`src/rtl/lifo_rev_pkg.sv`:
```
// lifo_rev_pkg: shared types and codes for the lifo stack with block reverse
// used by lifo_rev_ctrl and lifo_stack_with_block_reverse, no dependencies
package lifo_rev_pkg;

  localparam int VALUE_W    = 32;
  localparam int LEVEL_W    = 7;
  localparam int IN_DATA_W  = 40;
  localparam int OUT_DATA_W = 40;

  typedef enum logic [1:0] {
    ACT_PUSH    = 2'd0,
    ACT_POP     = 2'd1,
    ACT_PEEK    = 2'd2,
    ACT_REVERSE = 2'd3
  } action_t;

  typedef enum logic [1:0] {
    ST_OK    = 2'd0,
    ST_UNDER = 2'd1,
    ST_OVER  = 2'd2
  } status_t;

  typedef enum logic [2:0] {
    S_IDLE,
    S_RD_LO,
    S_RD_HI,
    S_WR_LO,
    S_WR_HI,
    S_RESP
  } state_t;

  typedef struct packed {
    logic signed [VALUE_W-1:0] read_value;
    status_t                   status;
    logic [LEVEL_W-1:0]        fill_level;
    logic                      is_empty;
  } res_t;

endpackage

```
`src/rtl/lifo_stack_with_block_reverse.sv`:
```
// lifo_stack_with_block_reverse: bounded lifo of signed words with in-place reverse of the top
// depends on lifo_rev_pkg, lifo_rev_ram, lifo_rev_ctrl
//
// input stream: in_tuser carries the action (push, pop, peek, reverse), in_tdata the push
// value and the reverse count. every request gives exactly one transaction on the output
// stream: read value, fill level and empty flag in out_tdata, status in out_tuser.
// the entries live in one ram with a registered read port; the controller takes one
// request at a time.
// steps from acceptance to the result in the output register:
//   push, pop, peek: straight to the result (the ram access is issued in the accepting cycle)
//   reverse of n entries: floor(n / 2) swapped pairs, each swapped pair costs two ram
//   reads and two ram writes on the single read and single write port
//   reverse with n of 0 or 1, or any error: straight to the result, with no ram swaps
// push, pop and peek do not overlap: the next request waits for the last result to leave.
// the output register lets the controller take the next request while a result waits;
// with out_tready low the controller finishes that request and then holds its result
// until the register frees up, taking no further input.
// reset clears the stack length to zero; entry contents need no clearing.
module lifo_stack_with_block_reverse #(
  parameter int STACK_DEPTH = 64
) (
  input  logic                                  clk,
  input  logic                                  rst_n,
  input  logic                                  in_tvalid,
  output logic                                  in_tready,
  input  logic [lifo_rev_pkg::IN_DATA_W-1:0]    in_tdata,  // push_value, reverse_count, pad
  input  logic [1:0]                            in_tuser,  // action
  output logic                                  out_tvalid,
  input  logic                                  out_tready,
  output logic [lifo_rev_pkg::OUT_DATA_W-1:0]   out_tdata, // read_value, fill_level, is_empty
  output logic [1:0]                            out_tuser  // status
);
  import lifo_rev_pkg::*;

  localparam int AW = $clog2(STACK_DEPTH);

  logic               res_valid;
  logic               res_ready;
  res_t               res;
  logic               ram_we;
  logic [AW-1:0]      ram_waddr;
  logic [VALUE_W-1:0] ram_wdata;
  logic               ram_re;
  logic [AW-1:0]      ram_raddr;
  logic [VALUE_W-1:0] ram_rdata;

  logic out_valid_r, out_valid_nxt;
  res_t out_res_r;

  lifo_rev_ram #(
    .WIDTH (VALUE_W),
    .DEPTH (STACK_DEPTH)
  ) u_ram (
    .clk   (clk),
    .we    (ram_we),
    .waddr (ram_waddr),
    .wdata (ram_wdata),
    .re    (ram_re),
    .raddr (ram_raddr),
    .rdata (ram_rdata)
  );

  lifo_rev_ctrl #(
    .STACK_DEPTH (STACK_DEPTH)
  ) u_ctrl (
    .clk        (clk),
    .rst_n      (rst_n),
    .req_valid  (in_tvalid),
    .req_ready  (in_tready),
    .req_action (action_t'(in_tuser)),
    .req_value  (in_tdata[VALUE_W-1:0]),
    .req_count  (in_tdata[VALUE_W+LEVEL_W-1:VALUE_W]),
    .res_valid  (res_valid),
    .res_ready  (res_ready),
    .res        (res),
    .ram_we     (ram_we),
    .ram_waddr  (ram_waddr),
    .ram_wdata  (ram_wdata),
    .ram_re     (ram_re),
    .ram_raddr  (ram_raddr),
    .ram_rdata  (ram_rdata)
  );

  // output register
  assign res_ready = !out_valid_r || out_tready;

  always_comb begin
    out_valid_nxt = out_valid_r;
    if (res_ready) begin
      out_valid_nxt = res_valid;
    end
  end

  always_ff @(posedge clk) begin
    if (!rst_n) begin
      out_valid_r <= 1'b0;
    end else begin
      out_valid_r <= out_valid_nxt;
    end
  end

  always_ff @(posedge clk) begin
    if (res_ready && res_valid) begin
      out_res_r <= res;
    end
  end

  assign out_tvalid = out_valid_r;
  assign out_tdata  = {out_res_r.is_empty, out_res_r.fill_level, out_res_r.read_value};
  assign out_tuser  = out_res_r.status;

  // errors never return a word
  assert property (@(posedge clk) disable iff (!rst_n)
    (out_tvalid && (out_res_r.status != ST_OK)) |-> (out_res_r.read_value == '0))
    else $error("error result carries a nonzero read value");

  // a blocked result stays pending in the controller
  assert property (@(posedge clk) disable iff (!rst_n)
    (res_valid && !res_ready) |=> res_valid)
    else $error("controller dropped a pending result");

  // controller never takes a request while it still owns a result
  assert property (@(posedge clk) disable iff (!rst_n)
    in_tready |-> !res_valid)
    else $error("input ready while a result is pending");

endmodule

```
`src/rtl/lifo_rev_ram.sv`:
```
// lifo_rev_ram: generic single write, single read ram with registered read
// no dependencies
module lifo_rev_ram #(
  parameter int WIDTH = 32,
  parameter int DEPTH = 64
) (
  input  logic                     clk,
  input  logic                     we,
  input  logic [$clog2(DEPTH)-1:0] waddr,
  input  logic [WIDTH-1:0]         wdata,
  input  logic                     re,
  input  logic [$clog2(DEPTH)-1:0] raddr,
  output logic [WIDTH-1:0]         rdata
);

  logic [WIDTH-1:0] mem_r [DEPTH];
  logic [WIDTH-1:0] rdata_r;

  always_ff @(posedge clk) begin
    if (we) begin
      mem_r[waddr] <= wdata;
    end
    if (re) begin
      rdata_r <= mem_r[raddr];
    end
  end

  assign rdata = rdata_r;

endmodule

```
`src/rtl/lifo_rev_ctrl.sv`:
```
// lifo_rev_ctrl: request sequencer, stack pointer and swap engine for the stack ram
// depends on lifo_rev_pkg
module lifo_rev_ctrl #(
  parameter int STACK_DEPTH = 64
) (
  input  logic                                   clk,
  input  logic                                   rst_n,
  input  logic                                   req_valid,
  output logic                                   req_ready,
  input  lifo_rev_pkg::action_t                  req_action,
  input  logic [lifo_rev_pkg::VALUE_W-1:0]       req_value,
  input  logic [lifo_rev_pkg::LEVEL_W-1:0]       req_count,
  output logic                                   res_valid,
  input  logic                                   res_ready,
  output lifo_rev_pkg::res_t                     res,
  output logic                                   ram_we,
  output logic [$clog2(STACK_DEPTH)-1:0]         ram_waddr,
  output logic [lifo_rev_pkg::VALUE_W-1:0]       ram_wdata,
  output logic                                   ram_re,
  output logic [$clog2(STACK_DEPTH)-1:0]         ram_raddr,
  input  logic [lifo_rev_pkg::VALUE_W-1:0]       ram_rdata
);
  import lifo_rev_pkg::*;

  localparam int AW = $clog2(STACK_DEPTH);
  localparam int CW = $clog2(STACK_DEPTH + 1);
  localparam int NW = (CW > LEVEL_W) ? CW : LEVEL_W;

  state_t             state_r, state_nxt;
  logic [CW-1:0]      count_r, count_nxt;
  logic [AW-1:0]      lo_r, lo_nxt;
  logic [AW-1:0]      hi_r, hi_nxt;
  logic [VALUE_W-1:0] tmp_r, tmp_nxt;
  status_t            status_r, status_nxt;
  logic               mem_rd_r, mem_rd_nxt;

  logic          accept;
  logic          full;
  logic          empty;
  logic          n_over;
  logic          n_flip;
  logic [AW-1:0] lo_step;
  logic [AW-1:0] hi_step;
  logic          more_pairs;

  assign accept     = (state_r == S_IDLE) && req_valid;
  assign full       = (count_r == CW'(STACK_DEPTH));
  assign empty      = (count_r == '0);
  assign n_over     = (NW'(req_count) > NW'(count_r));
  assign n_flip     = (req_count > LEVEL_W'(1));
  assign lo_step    = lo_r + AW'(1);
  assign hi_step    = hi_r - AW'(1);
  assign more_pairs = (lo_step < hi_step);

  // next state
  always_comb begin
    state_nxt = state_r;
    unique case (state_r)
      S_IDLE: begin
        if (req_valid) begin
          if ((req_action == ACT_REVERSE) && !n_over && n_flip) begin
            state_nxt = S_RD_LO;
          end else begin
            state_nxt = S_RESP;
          end
        end
      end
      S_RD_LO: state_nxt = S_RD_HI;
      S_RD_HI: state_nxt = S_WR_LO;
      S_WR_LO: state_nxt = S_WR_HI;
      S_WR_HI: state_nxt = more_pairs ? S_RD_LO : S_RESP;
      S_RESP: begin
        if (res_ready) begin
          state_nxt = S_IDLE;
        end
      end
      default: state_nxt = S_IDLE;
    endcase
  end

  // outputs
  always_comb begin
    req_ready = 1'b0;
    res_valid = 1'b0;
    ram_we    = 1'b0;
    ram_waddr = lo_r;
    ram_wdata = ram_rdata;
    ram_re    = 1'b0;
    ram_raddr = lo_r;
    unique case (state_r)
      S_IDLE: begin
        req_ready = 1'b1;
        ram_waddr = AW'(count_r);
        ram_wdata = req_value;
        ram_raddr = AW'(count_r - CW'(1));
        if (req_valid) begin
          ram_we = (req_action == ACT_PUSH) && !full;
          ram_re = ((req_action == ACT_POP) || (req_action == ACT_PEEK)) && !empty;
        end
      end
      S_RD_LO: begin
        ram_re    = 1'b1;
        ram_raddr = lo_r;
      end
      S_RD_HI: begin
        ram_re    = 1'b1;
        ram_raddr = hi_r;
      end
      S_WR_LO: begin
        ram_we    = 1'b1;
        ram_waddr = lo_r;
        ram_wdata = ram_rdata;
      end
      S_WR_HI: begin
        ram_we    = 1'b1;
        ram_waddr = hi_r;
        ram_wdata = tmp_r;
      end
      S_RESP: res_valid = 1'b1;
      default: ;
    endcase
  end

  // pointer and result bookkeeping
  always_comb begin
    count_nxt  = count_r;
    lo_nxt     = lo_r;
    hi_nxt     = hi_r;
    tmp_nxt    = tmp_r;
    status_nxt = status_r;
    mem_rd_nxt = mem_rd_r;
    if (accept) begin
      status_nxt = ST_OK;
      mem_rd_nxt = 1'b0;
      unique case (req_action)
        ACT_PUSH: begin
          if (full) begin
            status_nxt = ST_OVER;
          end else begin
            count_nxt = count_r + CW'(1);
          end
        end
        ACT_POP: begin
          if (empty) begin
            status_nxt = ST_UNDER;
          end else begin
            count_nxt  = count_r - CW'(1);
            mem_rd_nxt = 1'b1;
          end
        end
        ACT_PEEK: begin
          if (empty) begin
            status_nxt = ST_UNDER;
          end else begin
            mem_rd_nxt = 1'b1;
          end
        end
        ACT_REVERSE: begin
          if (n_over) begin
            status_nxt = ST_UNDER;
          end
          lo_nxt = AW'(count_r - CW'(req_count));
          hi_nxt = AW'(count_r - CW'(1));
        end
        default: ;
      endcase
    end
    if (state_r == S_RD_HI) begin
      tmp_nxt = ram_rdata;
    end
    if (state_r == S_WR_HI) begin
      lo_nxt = lo_step;
      hi_nxt = hi_step;
    end
  end

  always_ff @(posedge clk) begin
    if (!rst_n) begin
      state_r  <= S_IDLE;
      count_r  <= '0;
      status_r <= ST_OK;
      mem_rd_r <= 1'b0;
    end else begin
      state_r  <= state_nxt;
      count_r  <= count_nxt;
      status_r <= status_nxt;
      mem_rd_r <= mem_rd_nxt;
    end
  end

  always_ff @(posedge clk) begin
    lo_r  <= lo_nxt;
    hi_r  <= hi_nxt;
    tmp_r <= tmp_nxt;
  end

  assign res.read_value = mem_rd_r ? ram_rdata : '0;
  assign res.status     = status_r;
  assign res.fill_level = LEVEL_W'(count_r);
  assign res.is_empty   = empty;

endmodule
```
`config.mk`:
```
export PLATFORM = sky130hd
export DESIGN_NAME = lifo_stack_with_block_reverse
export DESIGN_NICKNAME = d
export VERILOG_FILES = /design/src/rtl/lifo_rev_pkg.sv /design/src/rtl/lifo_stack_with_block_reverse.sv /design/src/rtl/lifo_rev_ram.sv /design/src/rtl/lifo_rev_ctrl.sv
export SDC_FILE = /design/constraint.sdc
export NUM_CORES = 2
export LEC_CHECK = 0
export ABC_AREA = 1
export CORE_MARGIN = 2
export CORE_UTILIZATION = 53
export DETAILED_ROUTE_END_ITERATION = 10
export DONT_BUFFER_PORTS = 1
export PLACE_DENSITY_LB_ADDON = 0.25
export SETUP_SLACK_MARGIN = 0.5
export SLEW_MARGIN = 10
export SYNTH_ARGS = -nofsm -noshare
export SYNTH_HDL_FRONTEND = slang
export SYNTH_SLANG_ARGS = --single-unit
export TNS_END_PERCENT = 20
```
`constraint.sdc`:
```
create_clock -name clk -period 6.65 [get_ports clk]
set_clock_uncertainty 0.1 [all_clocks]
set_input_delay 0.3325 -clock clk [delete_from_list [all_inputs] [get_ports clk]]
set_output_delay 0.3325 -clock clk [all_outputs]
set_load 0.1 [all_outputs]
```
==> summary.md <==
| Metric | Value |
|---|---|
| Status | completed |
| Top FF cell, synth | edfxtp_1 |
| Power, Total | 0.0477 W |
| ANT nets after route | 0 |
| Post-layout util | 58.9% |
| Non-filler cells, final | 11500 |
| Reg2Reg Launch Point | u_ctrl.state_r[1] |
| Main combinational cell family by area after synthesis | simple AND/OR/NAND/NOR gates |
| Simple-gate share of the synthesized area | 19.8% |
| Period utilisation layout | 74.7% |
| Hold path start | in_tdata[14] |
| Nature of the critical path endpoint | flip-flop |
| Max cap viols | 0 |
| Nets | 8985 |
| Skew-Pair Late Insertion Delay | 0.88 ns |
| Compound-Gate Fraction of Synth Area | 2.29% |
| # IOs | 90 |
| DRT Pass-1 Iters | 8 |
| H-tree Lvls | 4 |
| Mux contribution to synthesized area | 0.0103% |
| Cell family with most CP delay | simple AND/OR/NAND/NOR gates |
| IO buf count | 0 |
| Slew HR | 14.0% |
| Endpoints failing hold | 0 |
| Cell Rows | 156 |
| Vias in the first global route | 63000 |
| Worst-margin pin slew | 1.29 ns |
| Synth Warn # | 0 |
| P_leak | 42.9 nW |
| Die height | 431 um |
| TritonCTS clock tree | built |
| Slowest cell on the critical path | nor2_4 |
| Worst setup SP type | flip-flop |
| Setup TNS | 0 ns |
| Largest net degree at the start of global routing | 177 |
| Unrepaired setup endpoints after global routing | false |
| Gate Count Post-Synth | 9088 |
| GRT overflow | 0 |
| Initial antenna violation count | 3 |
| CTS Buf Count | 216 |
| First-pass GRT wire length | 394 mm |
| Clock root cell | clkbuf_16 |
| Crit path largest cell delay | 1.03 ns |
| Cell Area, Synth | 96800 um^2 |
| Tot GR Track Use | 28.0% |
| Worst hold path class | in -> reg |
| Req. time, crit path | 7.09 ns |
| Share of layout cells above drive strength 1 | 6.93% |
| Syn Area/Cell | 10.7 um^2 |
| Die X | 431 um |
| Initial core utilization | 53.5% |
| Die footprint | 186000 um^2 |
| Clk sinks | 2180 |
| Residual DRC | 0 |
| Async set-reset flop share out of synthesis | 0% |
| Max Freq | 201 MHz |
| Vias per cell | 5.87 |
| WL final | 265 mm |
| Worst endpoint data arrival time | 5.40 ns |
| Post-synth EDFFs | 2166 |
| Netlist cell types | 43 |
| XOR/XNOR share of the synthesized area | 0.145% |
| Avg WL per Cell | 23.2 um |
| Crit path cell chain | nor2_4, nand2_2, inv_2, nand2_2, o221ai_4, nand4_1, nor2_4, buf_4 |
| Core area | 181000 um^2 |
| Crit path max fanout | 18 |
| Setup-failing EPs final | 0 |
| Fin. max-slew vios | 0 |
| Area Overhead vs Synth | 10.2% |
| Placer Congestion | 0.857 |
| Final HPWL DP | 137 mm |
| FF+latch count, synth | 2180 |
| Detailed Route Iter0 Violations | 8551 |
| Mapped Nets | 9160 |
| Peak VDD IR | 0.406 mV |
| Bufs on Longest Clock Path | 3 |
| Power per Cell Area | 447 nW/um^2 |
| Dpl cells | 11000 |
| N_diodes | 0 |
| Vias | 67300 |
| Critical path start-end classification | reg -> reg |
| Min cycle time layout | 4.96 ns |
| Adder-cell area share of the yosys netlist | 0.344% |
| Worst setup startpoint | u_ctrl.state_r[1] |
| Sequential area share after synthesis | 67.5% |
| Clock transition at path regs | 0.06 ns |
| Buf/Inv on CP | 2 |
## cell usage after synthesis (2+ instances only)
cell type	count	area share [%]
edfxtp_1	2166	67
inv_1	1814	7.0
nand3_1	1714	8.9
nand2_1	1505	5.8
nand4_1	708	4.6
buf_2	306	1.6
o21ai_0	228	1.2
clkbuf_1	213	0.83
nor2_1	91	0.35
buf_1	65	0.25
o211ai_1	65	0.50
o21ai_1	57	0.29
buf_4	32	0.25
ha_1	25	0.32
a21oi_1	17	0.088
dfxtp_1	14	0.29
xor2_1	13	0.12
o22ai_1	6	0.039
inv_2	4	0.016
a31oi_1	3	0.019
nand2_2	3	0.019
nand3_2	3	0.031
nor2_4	3	0.035
nor3_1	3	0.016
or2_2	3	0.019
xnor2_1	3	0.027
a211oi_1	2	0.016
a21boi_0	2	0.016
a221oi_2	2	0.031
nor3b_1	2	0.016
nor4_1	2	0.013
o21a_1	2	0.016
o221ai_1	2	0.018
## layout make-up
| type | count | area, um^2 |
|---|---|---|
| Clock buffer | 275 | 5690 |
| Clock inverter | 121 | 1200 |
| Fill cell | 14400 | 74400 |
| Inverter | 1818 | 6840 |
| Multi-Input combinational cell | 4473 | 22600 |
| Sequential cell | 2180 | 65300 |
| Tap cell | 2370 | 2970 |
| Timing Repair Buffer | 224 | 2100 |
## final timing paths
path | depth (start not counted) | endpoint | slack (ns)
max | 8 | u_ram.mem_r[35][11] | 1.69
min | 3 | u_ram.mem_r[32][14] | 0.06
max reg2reg | 8 | u_ram.mem_r[35][11] | 1.69
min reg2reg | 0 | out_tuser[0] | 0.33
## kinds of logic after synthesis
family | count (synthesis)
compound gates | 391
xor+xnor | 16
fa+ha+maj | 26
buf+inv | 2435
flops | 2180
mux | 1
simple gates | 4039
## power by group
group	internal [W]	total (W)	switching [W]
Clock	0.00672	0.0120	0.00529
Combinational	0.00406	0.0170	0.0130
Sequential	0.0182	0.0187	0.000486
## per-layer routing
metal	share of wire [%]	GRT usage (%)	vias to the layer above	wire, um
met2	47	44.6	3662	124000
met1	40	38.9	32500	106000
met4	3.3	10.0	2	8810
met5	0.0049	0	-	13
li1	-	-	30600	-
met3	10	4.94	512	26400
## placed cells by master (no fill, tap or decap), drive strengths merged, types with 6 or more instances in the layout
master	instances
a21oi	18
buf	206
bufinv	17
clkbuf	275
clkinv	93
dfxtp	14
dlygate4sd3	18
edfxtp	2166
ha	25
inv	1827
nand2	1508
nand3	1717
nand4	708
nor2	94
o211ai	65
o21ai	285
o22ai	6
xor2	13
## through the flow
| stage | setup WS [ns] | hold WS, ns | cell area, um^2 |
|---|---|---|---|
| finish | 1.69 | 0.0640 | 107000 |
| detailed placement | 1.79 | 0.317 | 99600 |
| global route | 1.61 | 0.0478 | 107000 |
| global placement | 1.92 | 0.330 | 99600 |
| CTS | 1.78 | 0.0124 | 107000 |
| floorplan | 1.16 | 0.309 | 96800 |
## flip-flops by register name, indices dropped and copies added (netlist names)
signal,count
out_tdata,40
out_tuser,2
out_tvalid,1
u_ctrl.count_r,7
u_ctrl.hi_r,6
u_ctrl.lo_r,6
u_ctrl.mem_rd_r,1
u_ctrl.state_r,3
u_ctrl.status_r,2
u_ctrl.tmp_r,32
u_ram.mem_r,2048
u_ram.rdata,32
## what timing repair did
item | in CTS | in global routing
hold buffers | 18 | 0
endpoints found under the hold margin | 64 | 0
resized for setup | 0 | 0
setup buffers | 0 | 0
## worst register-to-register path, delay by kind of cell (launching register included)
kind | cells | cell delay (ns)
AND/OR/NAND/NOR | 5 | 2.76
buffers and inverters | 2 | 0.90
flip-flops | 1 | 0.45
AO/OA/AOI/OAI | 1 | 0.41
(Power assumes the default switching activity.)
